==> config.mk <==
export PLATFORM = sky130hd
export DESIGN_NAME = gspf_own_coords
export DESIGN_NICKNAME = d
export VERILOG_FILES = /design/src/gspf_pkg.sv /design/src/gspf_own_coords.sv
export SDC_FILE = /design/constraint.sdc
export NUM_CORES = 1
export LEC_CHECK = 0
export BUFFER_PORTS_ARGS = -buffer_cell sky130_fd_sc_hd__buf_2
export CAP_MARGIN = 40
export CELL_PAD_IN_SITES_DETAIL_PLACEMENT = 0
export CELL_PAD_IN_SITES_GLOBAL_PLACEMENT = 1
export CORE_ASPECT_RATIO = 2
export CORE_MARGIN = 2
export CORE_UTILIZATION = 46
export DETAILED_ROUTE_END_ITERATION = 6
export PLACE_DENSITY_LB_ADDON = 0.2
export SYNTH_ARGS = -nofsm -noshare
export SYNTH_HDL_FRONTEND = slang
export SYNTH_SLANG_ARGS = --single-unit
==> constraint.sdc <==
create_clock -name clk -period 11.1 [get_ports clk]
set_input_delay 2.22 -clock clk [delete_from_list [all_inputs] [get_ports clk]]
set_output_delay 2.22 -clock clk [all_outputs]
set_load 0.005 [all_outputs]
==> src/gspf_pkg.sv <==
// package: constants, register codes and reset values of the projection filter
`timescale 1ns / 1ps
package gspf_pkg;

  localparam int MAX_DIMS_DEF = 4;
  localparam int ID_BITS_DEF  = 32;
  localparam int STEP_BITS    = 8;

  localparam int PEER_W     = 32;
  localparam int CONC_W     = 16;
  localparam int GRID_W     = 64;
  localparam int DIMC_W     = 3;
  localparam int MASK_W     = 5;
  localparam int OWN_W      = 32;
  localparam int RADIX_W    = 16;
  localparam int CFG_IDX_W  = 3;
  localparam int CFG_DATA_W = 64;

  typedef enum logic [CFG_IDX_W-1:0] {
    CFG_CONC  = 3'd0,
    CFG_GRID  = 3'd1,
    CFG_DIMC  = 3'd2,
    CFG_MASK  = 3'd3,
    CFG_OWN   = 3'd4
  } cfg_reg_t;

  localparam logic [CONC_W-1:0] CONC_RST = 16'd1;
  localparam logic [GRID_W-1:0] GRID_RST = 64'h0001_0001_0001_0001;
  localparam logic [DIMC_W-1:0] DIMC_RST = 3'd2;
  localparam logic [MASK_W-1:0] MASK_RST = 5'd0;
  localparam logic [OWN_W-1:0]  OWN_RST  = 32'd0;

endpackage

==> src/gspf_own_coords.sv <==
// own coordinates: sequential bit-serial divider over all digits of own id
`timescale 1ns / 1ps
module gspf_own_coords import gspf_pkg::*; #(
  parameter int MAX_DIMS = MAX_DIMS_DEF,
  parameter int ID_BITS  = ID_BITS_DEF
) (
  input  logic               clk,
  input  logic               rst_n,
  input  logic               start,
  input  logic [ID_BITS-1:0] own_id,
  input  logic [RADIX_W-1:0] radix [MAX_DIMS+1],
  output logic [ID_BITS-1:0] own_dig [MAX_DIMS+1],
  output logic               busy
);

  localparam int NDIG  = MAX_DIMS + 1;
  localparam int KW    = $clog2(NDIG);
  localparam int CW    = $clog2(ID_BITS);

  typedef enum logic [2:0] {
    S_IDLE = 3'b001,
    S_DIV  = 3'b010,
    S_DONE = 3'b100
  } state_t;

  state_t             state_r, state_nxt;
  logic [KW-1:0]      k_r, k_nxt;
  logic [CW-1:0]      cnt_r, cnt_nxt;
  logic [ID_BITS-1:0] acc_r, acc_nxt;
  logic [ID_BITS-1:0] orig_r, orig_nxt;
  logic [RADIX_W-1:0] rem_r, rem_nxt;
  logic [ID_BITS-1:0] dig_r [NDIG];

  logic [RADIX_W-1:0] cur_radix;
  logic [RADIX_W:0]   tmp;
  logic               ge;
  logic [ID_BITS-1:0] res_dig, res_q;

  assign cur_radix = radix[k_r];
  assign tmp       = {rem_r, acc_r[ID_BITS-1]};
  assign ge        = tmp >= {1'b0, cur_radix};
  assign res_dig   = (cur_radix == '0) ? orig_r : ID_BITS'(rem_r);
  assign res_q     = (cur_radix == '0) ? '0 : acc_r;

  always_comb begin
    state_nxt = state_r;
    k_nxt     = k_r;
    cnt_nxt   = cnt_r;
    acc_nxt   = acc_r;
    orig_nxt  = orig_r;
    rem_nxt   = rem_r;
    if (start) begin
      state_nxt = S_DIV;
      k_nxt     = '0;
      cnt_nxt   = '0;
      acc_nxt   = own_id;
      orig_nxt  = own_id;
      rem_nxt   = '0;
    end else begin
      unique case (state_r)
        S_IDLE: begin
        end
        S_DIV: begin
          rem_nxt = ge ? RADIX_W'(tmp - {1'b0, cur_radix}) : tmp[RADIX_W-1:0];
          acc_nxt = {acc_r[ID_BITS-2:0], ge};
          cnt_nxt = cnt_r + 1'b1;
          if (cnt_r == CW'(ID_BITS - 1)) begin
            state_nxt = S_DONE;
          end
        end
        S_DONE: begin
          acc_nxt  = res_q;
          orig_nxt = res_q;
          rem_nxt  = '0;
          cnt_nxt  = '0;
          if (k_r == KW'(NDIG - 1)) begin
            state_nxt = S_IDLE;
          end else begin
            k_nxt     = k_r + 1'b1;
            state_nxt = S_DIV;
          end
        end
        default: state_nxt = S_IDLE;
      endcase
    end
  end

  always_ff @(posedge clk) begin
    if (!rst_n) begin
      state_r <= S_IDLE;
      k_r     <= '0;
      cnt_r   <= '0;
    end else begin
      state_r <= state_nxt;
      k_r     <= k_nxt;
      cnt_r   <= cnt_nxt;
    end
    acc_r  <= acc_nxt;
    orig_r <= orig_nxt;
    rem_r  <= rem_nxt;
  end

  // own id resets to zero, so every own coordinate is zero after reset
  for (genvar g = 0; g < NDIG; g++) begin : g_dig
    always_ff @(posedge clk) begin
      if (!rst_n) begin
        dig_r[g] <= '0;
      end else if (!start && state_r == S_DONE && k_r == KW'(g)) begin
        dig_r[g] <= res_dig;
      end
    end
    assign own_dig[g] = dig_r[g];
  end

  assign busy = (state_r != S_IDLE);

endmodule

==> flow_metrics.env, run 1 <==
export IMPL_cpPeakStageDelay_ns=0.94
export IMPL_ys_warn_count=0
export IMPL_drive_gt1_share_pct=28.1
export IMPL_diodes=0
export IMPL_critPathSlowestCell="or4_1"
export IMPL_worst_ep_required_time_ns=11.36
export IMPL_dpl_cell_area_um2=13900
export IMPL_startpoint="radix[12]"
export IMPL_synthAdderAreaFrac_pct=2.54
export IMPL_pin_count=276
export IMPL_multi_input_area_um2=4520
export IMPL_yosys_area_share_simple_pct=14.7
export IMPL_synthMuxAreaShare_pct=3.56
export IMPL_ys_seq_area_share_pct=60.1
export IMPL_vias=9505
export IMPL_clockBufferDepth=3
export IMPL_hold_path_end="rem_r[5]"
export IMPL_synth_edf_count=224
export IMPL_fin_hold_ws_ns=0.524
export IMPL_gr_total_overflow=0
export IMPL_synth_top_family_by_area="compound AO/OA/AOI/OAI gates"
export IMPL_p_per_area_nw_per_um2=138
export IMPL_clock_sinks=251
export IMPL_crit_path_max_fanout=88
export IMPL_reg2reg_setup_slack_ns=6.39
export IMPL_wl_mm=33.3
export IMPL_ant_nets=0
export IMPL_start_kind="input port"
export IMPL_reg2reg_from="k_r[1]"
export IMPL_place_congestion=0.926
export IMPL_hold_violations=0
export IMPL_regArea_um2=7270
export IMPL_die_y_um=233
export IMPL_cts_htree_levels=1
export IMPL_holdPathStages=2
export IMPL_post_drt_wl_per_cell_um=19.9
export IMPL_cp_end_kind="flop"
export IMPL_synthArstFlopShare_pct=0
export IMPL_rsz0062_at_grt="false"
export IMPL_cap_violations=0
export IMPL_finClkSkew_ns=0.0117
export IMPL_synth_area_per_cell_um2=11.4
export IMPL_fillers=2311
export IMPL_syn_area_um2=12100
export IMPL_drt_initial_drc_count=833
export IMPL_reg2reg_depth=11
export IMPL_grt_max_degree=89
export IMPL_io_buffer_count=275
export IMPL_synth_nets=1197
export IMPL_post_cts_setup_buffers=0
export IMPL_synthDistinctLibCells=66
export IMPL_hold_class="reg2reg"
export IMPL_arrival_ns=5.75
export IMPL_cts_resized=0
export IMPL_worstHoldStart="rem_r[5]"
export IMPL_slew_headroom_pct=41.3
export IMPL_max_freq_mhz=182
export IMPL_ys_flop_type="edfxtp_1"
export IMPL_timing_worst_setup_path_type="in2reg"
export IMPL_fin_area_um2=14700
export IMPL_worstPathCellList="buf_2, mux2_1, a22oi_1, nor2_1, or4_1, or4_1, nor2_4, buf_4, buf_16, o21ai_0"
export IMPL_setup_viol=0
export IMPL_status="completed"
export IMPL_finalCritPeriodShare_pct=49.5
export IMPL_power_leakage_nw=5.87
export IMPL_synthXorXnorAreaFrac_pct=0.724
export IMPL_drv_slew=0
export IMPL_r2r_end="rem_r[14]"
export IMPL_grt_use_total_pct=23.4
export IMPL_rows=84
export IMPL_vdd_drop_max_mv=0.115
export IMPL_dieWidth_um=119
export IMPL_path_clk_slew_ns=0.07
export IMPL_cts_buffers=22
export IMPL_final_min_clock_period_ns=5.50
export IMPL_clk_latency_ns=0.52
export IMPL_grt_pass1_wl_mm=50.9
export IMPL_initial_core_util_pct=46.4
export IMPL_drc_errors=0
export IMPL_cts_root_buf="clkbuf_16"
export IMPL_crit_top_cell="or4_1"
export IMPL_fin_tns_setup_ns=0
export IMPL_core_area_um2=26100
export IMPL_layout_nets=1453
export IMPL_firstDrtPassIters=5
export IMPL_grt_pass1_vias=9008
export IMPL_viasPerCell=5.68
export IMPL_cts_tree="built"
export IMPL_antenna_found_initial=0
export IMPL_netlist_instances=1058
export IMPL_post_dp_hpwl_mm=24.2
export IMPL_synth_seq_cells=251
export IMPL_area_growth_pct=21.1
export IMPL_dieArea_um2=27700
export IMPL_worst_pin_slew_ns=0.877
export IMPL_cts_hold_buf=0
export IMPL_synth_compound_area_share_pct=15.3
==> area by class of cell <==
class | count | area share (%)
timing repair buffer | 298 | 11.2
clock buffer | 22 | 3.76
sequential | 251 | 49.6
multi-input combinational | 728 | 30.9
clock inverter | 18 | 1.35
tap | 344 | 2.94
inverter | 13 | 0.333
==> layout by cell type, fill, tap and decap left out, drive strengths merged, types with 21 or more instances in the layout <==
master and instances:
buf 298, edfxtp 224, nand2 139, a21oi 92, o21ai 87, and3 82
nor2 41, nand2b 38, a21boi 34, o211ai 32, dfxtp 27, ha 23
mux2i 22, clkbuf 22, nand3 21
==> state kept, by name, indices dropped and copies added, names as in the netlist <==
name	flops
acc_r	32
cnt_r	5
dig_r	160
k_r	3
orig_r	32
rem_r	16
state_r	3
==> synthesized netlist by cell type (all sizes together) (4+ instances only) <==
| cell type | n | area share, % |
|---|---|---|
| a22oi | 6 | 0.37 |
| mux2 | 16 | 1.6 |
| nand3 | 21 | 0.87 |
| inv | 13 | 0.40 |
| a32oi | 5 | 0.36 |
| clkbuf | 43 | 1.4 |
| nor3 | 12 | 0.50 |
| a21o | 5 | 0.31 |
| nor2 | 41 | 1.3 |
| a21oi | 92 | 3.8 |
| o21ai | 87 | 3.9 |
| buf | 23 | 1.3 |
| xnor2 | 7 | 0.51 |
| dfxtp | 27 | 4.5 |
| and3 | 82 | 4.2 |
| nand2b | 38 | 2.0 |
| a21boi | 34 | 2.1 |
| or4 | 5 | 0.31 |
| a211oi | 6 | 0.37 |
| nand2 | 139 | 4.3 |
| nand4 | 4 | 0.21 |
| ha | 23 | 2.4 |
| o21bai | 6 | 0.37 |
| mux2i | 22 | 1.8 |
| o211ai | 32 | 2.0 |
| edfxtp | 224 | 56 |
==> per-layer routing <==
metal / GRT usage [%] / share of wire (%)
met1: 32.9 / 43
met2: 37.4 / 47
met3: 3.08 / 6.2
met4: 8.22 / 3.6
met5: 0 / 0
==> power breakdown <==
part | internal, mW | leakage [nW] | switching (mW)
logic | 0.0594 | 3.00 | 0.0789
registers | 1.07 | 2.51 | 0.0247
clock network | 0.440 | 0.361 | 0.351
==> metrics by stage <==
stage | setup WS (ns) | cells | power, mW | utilization, %
after CTS | 5.64 | 1674 | 2.03 | 56.2
final | 5.60 | 1674 | 2.02 | 56.2
after floorplan | 5.53 | 1058 | 1.18 | -
after global placement | 4.95 | 1622 | 1.25 | 52.7
after detailed placement | 5.09 | 1634 | 1.25 | 53.4
after global routing | 5.40 | 1674 | 2.08 | 56.2
==> worst max path at each step <==
stage / depth (start not counted) / slack (ns) / end
finish: 10 / 5.60 / orig_r[30]
global route: 10 / 5.40 / orig_r[30]
CTS: 10 / 5.64 / acc_r[15]
detailed placement: 10 / 5.09 / acc_r[15]
global placement: 9 / 4.95 / acc_r[31]
floorplan: 3 / 5.53 / dig_r[4][0]
==> kinds of logic (layout without fill, tap and decap cells) <==
family | Yosys count | in the layout
adders and majority gates | 24 | 24
buffers and inverters | 79 | 351
muxes | 39 | 39
xor gates and xnor gates | 10 | 10
AOI/OAI and AO/OA | 297 | 297
and+or+nand+nor | 358 | 358
DFF | 251 | 251
==> critical path: cells and delay by family <==
kind                   cells  cell delay, ns
multiplexers               1            0.30
buffers and inverters      3            0.83
AO/OA/AOI/OAI              2            0.30
AND/OR/NAND/NOR            4            2.05
No activity file was read; power rests on OpenSTA's default activity.
==> run 2: changes to the inputs <==
Settings changed: CORE_UTILIZATION 46 to 43.
Clock period 11.1 ns to 5.75 ns, I/O delays scaled along.
==> run 2 against run 1 <==
Combinational power up 100%. Largest power group unchanged. Die area up 6.8%. Sequential power up 92%. Core utilization down 3.4 points. Routed wire length up 9.3%. Critical endpoint is now acc_r[0].
==> flow_metrics.env, run 2 (synthesis gave the netlist of run 1 again) <==
export IMPL_die_y_um=241
export IMPL_wl_mm=36.4
export IMPL_cts_hold_buf=0
export IMPL_r2r_end="acc_r[0]"
export IMPL_finalCritPeriodShare_pct=74.7
export IMPL_slew_headroom_pct=42.6
export IMPL_power_frac_seq_pct=55.9
export IMPL_dieWidth_um=123
export IMPL_power_switching_uw=869
export IMPL_drt_initial_drc_count=594
export IMPL_cap_violations=0
export IMPL_place_congestion=0.944
export IMPL_power_leakage_nw=5.86
export IMPL_fillers=2444
export IMPL_cts_buffers=21
export IMPL_final_common_cell="buf_2"
export IMPL_reg2reg_depth=12
export IMPL_p_clk_share_pct=36.8
export IMPL_finClkSkew_ns=0.0154
export IMPL_grt_use_total_pct=24.6
export IMPL_p_per_area_nw_per_um2=259
export IMPL_core_area_um2=27700
export IMPL_viasPerCell=5.62
export IMPL_diodes=0
export IMPL_power_mw=3.78
export IMPL_status="completed"
export IMPL_start_kind="flop"
export IMPL_fin_area_um2=14600
export IMPL_arrival_ns=4.54
export IMPL_post_drt_wl_per_cell_um=21.6
export IMPL_regArea_um2=7270
export IMPL_antenna_found_initial=0
export IMPL_io_buffer_count=275
export IMPL_swShare_pct=23.0
export IMPL_setup_slack_ns=1.45
export IMPL_dp_slack_ns=1.04
export IMPL_max_freq_mhz=233
export IMPL_dpl_cell_area_um2=14000
export IMPL_setup_viol=0
export IMPL_drc_errors=0
export IMPL_largest_reg_flops=160
export IMPL_cp_endpoint="acc_r[0]"
export IMPL_crit_path_max_fanout=14
export IMPL_largestRegisters="dig_r: 160 flops, acc_r: 32 flops, orig_r: 32 flops"
export IMPL_drive_gt1_share_pct=28.1
export IMPL_p_comb_share_pct=7.3
export IMPL_area_growth_pct=20.8
export IMPL_cts_htree_levels=1
export IMPL_grt_max_degree=76
export IMPL_pin_count=276
export IMPL_fin_tns_setup_ns=0
export IMPL_vdd_drop_max_mv=0.173
export IMPL_final_min_clock_period_ns=4.30
export IMPL_reg2reg_setup_slack_ns=1.45
export IMPL_fin_hold_ws_ns=0.507
export IMPL_dieArea_um2=29600
export IMPL_firstDrtPassIters=5
export IMPL_path_clk_slew_ns=0.08
export IMPL_timing_worst_setup_path_type="reg2reg"
export IMPL_ant_nets=0
export IMPL_rows=86
export IMPL_clockBufferDepth=3
export IMPL_cp_end_kind="flop"
export IMPL_layout_nets=1460
export IMPL_post_dp_hpwl_mm=27.6
export IMPL_worst_ep_required_time_ns=6.00
export IMPL_hold_violations=0
export IMPL_multi_input_area_um2=4540
export IMPL_worst_pin_slew_ns=0.860
export IMPL_cts_tree="built"
export IMPL_startpoint="k_r[2]"
export IMPL_hold_class="reg2reg"
export IMPL_reg2reg_from="k_r[2]"
export IMPL_grt_pass1_vias=9529
export IMPL_post_cts_setup_buffers=0
export IMPL_gr_total_overflow=0
export IMPL_drv_slew=0
export IMPL_rsz0062_at_grt="false"
export IMPL_grt_pass1_wl_mm=54.3
export IMPL_intPower_mw=2.91
export IMPL_final_cell_mix="275 x buf_2, 224 x edfxtp_1, 139 x nand2_1"
export IMPL_clock_sinks=251
export IMPL_regMostFlops="dig_r"
export IMPL_cts_resized=0
export IMPL_vias=9475
export IMPL_initial_core_util_pct=43.8
export IMPL_cts_root_buf="clkbuf_16"
export IMPL_clk_latency_ns=0.51
run 2: changes by cell type in the layout (fill, tap and decap cells not counted), moves of 2 or more:
cell | before | now
bufinv_16 | 3 | 1
inv_6 | 1 | 3
buf_4 | 13 | 25
clkinv_4 | 2 | 0
clkinv_1 | 0 | 2
clkinv_2 | 7 | 4
buf_12 | 4 | 2
run 2: layout make-up:
cell class / count / share of cell area, %
well taps: 352 / 3.01
flip-flops and latches: 251 / 49.7
clock inverters: 14 / 0.839
multi-input cells: 728 / 31.0
clock buffers: 22 / 3.62
inverters: 13 / 0.334
repair buffers: 306 / 11.4
run 2: per-layer routing:
| metal | global-route usage [%] | vias up | share of wire, % |
|---|---|---|---|
| met4 | 12.6 | 0 | 5.1 |
| met3 | 2.26 | 86 | 4.7 |
| met2 | 47.3 | 391 | 55 |
| met5 | 0 | - | 0 |
| li1 | - | 4486 | - |
| met1 | 25.9 | 4512 | 35 |
run 2: power by group through the flow:
| stage | Sequential (mW) | Clock [mW] | Combinational, mW |
|---|---|---|---|
| 2_1_floorplan | 2.14 | 0 | 0.126 |
| 3_3_place_gp | 2.15 | 0 | 0.272 |
| 3_5_place_dp | 2.15 | 0 | 0.281 |
| 4_1_cts | 2.11 | 1.41 | 0.282 |
| 5_1_grt | 2.12 | 1.48 | 0.307 |
| 6_report | 2.11 | 1.39 | 0.277 |
run 2: critical path, cell delays in order, from the launching register on:
cell and delay [ns]:
dfxtp_1 0.50, buf_4 0.30, mux2_1 0.34, a22oi_1 0.17, nor2_1 0.08, a21oi_1 0.58
ha_1 0.44, and4_1 0.20, o211ai_1 0.15, a31oi_1 0.27, nor2_1 0.67, o21ai_0 0.15
o21bai_1 0.18
run 2: how the worst min path moves through the flow:
stage | depth (start not counted) | to | start
6_report | 2 | rem_r[2] | rem_r[2]
3_5_place_dp | 2 | rem_r[1] | rem_r[1]
2_1_floorplan | 2 | rem_r[1] | rem_r[1]
5_1_grt | 2 | rem_r[8] | rem_r[8]
4_1_cts | 2 | rem_r[1] | rem_r[1]
3_3_place_gp | 2 | rem_r[2] | rem_r[2]
run 2: per-stage QoR:
step | util, % | instances
floorplan | - | 1058
global placement | 50.1 | 1643
detailed placement | 50.5 | 1650
CTS | 52.9 | 1686
global route | 52.9 | 1686
finish | 52.9 | 1686
==> run 3: changes to the inputs <==
Settings changed: ABC_AREA set to 1, CORE_UTILIZATION 43 to 41.
Clock period 5.75 ns to 4.15 ns, I/O delays scaled along.
==> run 3 against run 2 <==
Clock power increased by 40%. Total power increased by 39%. Sequential cell count unchanged. Critical path depth increased by 3. Clock-buffer cell count increased by 1. Final cell count increased by 15%. Combinational power increased by 38%. Clock skew increased by 0.0063 ns. Register-to-register slack got worse by 0.69 ns. Critical endpoint is now rem_r[2]. Largest power group unchanged. Highest routed layer unchanged.
==> flow_metrics.env, run 3 <==
export IMPL_grt_use_total_pct=22.4
export IMPL_power_leakage_nw=6.38
export IMPL_hold_class="reg2reg"
export IMPL_clk_latency_ns=0.51
export IMPL_synth_area_per_cell_um2=9.21
export IMPL_diodes=0
export IMPL_initial_core_util_pct=41.6
export IMPL_syn_area_um2=12000
export IMPL_synthTopCellsByCount="280 x nand2_1, 224 x edfxtp_1, 195 x nand3_1"
export IMPL_synthDistinctLibCells=31
export IMPL_firstDrtPassIters=5
export IMPL_crit_path_max_fanout=17
export IMPL_timing_worst_setup_path_type="reg2reg"
export IMPL_ant_nets=0
export IMPL_place_congestion=0.938
export IMPL_ys_warn_count=0
export IMPL_cts_htree_levels=1
export IMPL_die_y_um=246
export IMPL_clockBufferDepth=3
export IMPL_cts_buffers=21
export IMPL_slew_headroom_pct=55.9
export IMPL_area_growth_pct=20.7
export IMPL_rsz0062_at_grt="false"
export IMPL_drive_gt1_share_pct=22.2
export IMPL_cts_hold_buf=0
export IMPL_final_cell_mix="280 x nand2_1, 275 x buf_2, 224 x edfxtp_1"
export IMPL_drv_slew=0
export IMPL_start_kind="flop"
export IMPL_layout_nets=1704
export IMPL_core_area_um2=28700
export IMPL_netlist_instances=1298
export IMPL_grt_pass1_wl_mm=53.2
export IMPL_post_cts_setup_buffers=0
export IMPL_cts_root_buf="clkbuf_16"
export IMPL_largest_reg_flops=160
export IMPL_fin_tns_setup_ns=0
export IMPL_synth_nets=1437
export IMPL_gr_total_overflow=0
export IMPL_antenna_found_initial=0
export IMPL_viasPerCell=5.06
export IMPL_vdd_drop_max_mv=0.289
export IMPL_drc_errors=0
export IMPL_synth_most_common_cell="nand2_1"
export IMPL_worst_ep_required_time_ns=4.55
export IMPL_post_dp_hpwl_mm=26.6
export IMPL_rows=88
export IMPL_final_common_cell="nand2_1"
export IMPL_regMostFlops="dig_r"
export IMPL_cp_end_kind="flop"
export IMPL_yosys_area_top_type="edfxtp_1"
export IMPL_vias=9819
export IMPL_cap_violations=0
export IMPL_clock_sinks=251
export IMPL_netlist_top_cells_area="edfxtp_1 56%, nand2_1 8.8%, nand3_1 8.2%"
export IMPL_fin_area_um2=14400
export IMPL_grt_max_degree=48
export IMPL_dieWidth_um=125
export IMPL_status="completed"
export IMPL_cts_resized=0
export IMPL_largestRegisters="dig_r: 160 flops, acc_r: 32 flops, orig_r: 32 flops"
export IMPL_worst_pin_slew_ns=0.660
export IMPL_final_min_clock_period_ns=3.38
export IMPL_setup_viol=0
export IMPL_io_buffer_count=275
export IMPL_drt_initial_drc_count=576
export IMPL_wl_mm=35.3
export IMPL_max_freq_mhz=295
export IMPL_synth_seq_cells=251
export IMPL_p_per_area_nw_per_um2=363
export IMPL_path_clk_slew_ns=0.08
export IMPL_dieArea_um2=30600
export IMPL_hold_violations=0
export IMPL_finClkSkew_ns=0.0217
export IMPL_arrival_ns=3.79
export IMPL_synth_edf_count=224
export IMPL_post_drt_wl_per_cell_um=18.2
export IMPL_synth_top_cell_area_share_pct=56.2
export IMPL_grt_pass1_vias=9438
export IMPL_synthArstFlopShare_pct=0
export IMPL_dpl_cell_area_um2=13800
export IMPL_pin_count=276
export IMPL_ys_flop_type="edfxtp_1"
export IMPL_ys_seq_area_share_pct=60.8
export IMPL_cts_tree="built"
export IMPL_finalCritPeriodShare_pct=81.5
==> run 3: changes by cell type after synthesis, sizes merged, moves of 38 or more <==
cell    before  now
inv         13  149
nand2      139  281
and3        82    0
a21oi       92   24
nor2        41  195
nand3       21  195
nand2b      38    0
==> run 3: path summary, 6_finish.rpt <==
kind	from	endpoint	slack (ns)	cells after the start
setup / recovery	k_r[2]	rem_r[2]	0.77	15
hold / removal	cnt_r[4]	cnt_r[4]	0.47	2
setup reg to reg	k_r[2]	rem_r[2]	0.77	15
hold reg to reg	cnt_r[4]	cnt_r[4]	0.47	2
==> run 3: kinds of logic (layout without fill, tap and decap cells) <==
family	after synthesis	in the layout	synth area share, %
buffers and inverters	214	495	7.07
xor gates and xnor gates	7	7	0.513
adders and majority gates	24	24	2.57
and+or+nand+nor	684	684	23.9
DFF	251	251	60.8
AOI/OAI and AO/OA	118	118	5.15
==> run 3: cell type report <==
cell class	instances	area, um2
Clock buffer	23	533
Clock inverter	14	120
Fill cell	2748	14300
Inverter	150	563
Multi-Input combinational cell	833	3880
Sequential cell	251	7270
Tap cell	360	450
Timing Repair Buffer	308	1620
==> run 3: stage by stage <==
| stage | std cells | total power [mW] | hold WS [ns] | setup WS (ns) | util (%) |
|---|---|---|---|---|---|
| after floorplan | 1298 | 3.15 | 0.437 | -0.232 | - |
| after global placement | 1902 | 3.35 | 0.453 | 0.797 | 48.0 |
| after detailed placement | 1902 | 3.36 | 0.463 | 0.723 | 48.0 |
| after CTS | 1939 | 5.28 | 0.474 | 0.773 | 50.2 |
| after global routing | 1939 | 5.40 | 0.495 | 0.537 | 50.2 |
| final | 1939 | 5.24 | 0.469 | 0.766 | 50.2 |
==> run 3: per-layer routing <==
layer	vias to the layer above	part of all wire, %	GRT usage (%)
li1	4833	-	-
met1	4561	34	22.6
met2	358	57	45.0
met4	0	4.6	10.4
met5	-	0	0
met3	67	4.9	2.46
==> run 3: where the power goes <==
part	switching (mW)	leakage [nW]	internal, mW	total, mW
logic	0.232	3.57	0.149	0.382
registers	0.0447	2.49	2.87	2.91
clock network	0.895	0.317	1.05	1.95
total	1.17	6.38	4.07	5.24
==> run 3: worst max-delay path: stages (launching register included) <==
cell     delay, ns
dfxtp_1       0.32
inv_1         0.38
buf_4         0.30
nand3_1       0.11
nand2_1       0.10
inv_1         0.05
ha_1          0.39
nand2_1       0.15
nor2_1        0.40
nand4_1       0.15
nand2_1       0.09
nor2_1        0.05
nand2_1       0.42
o21ai_0       0.19
nand3_1       0.10
o21ai_0       0.07
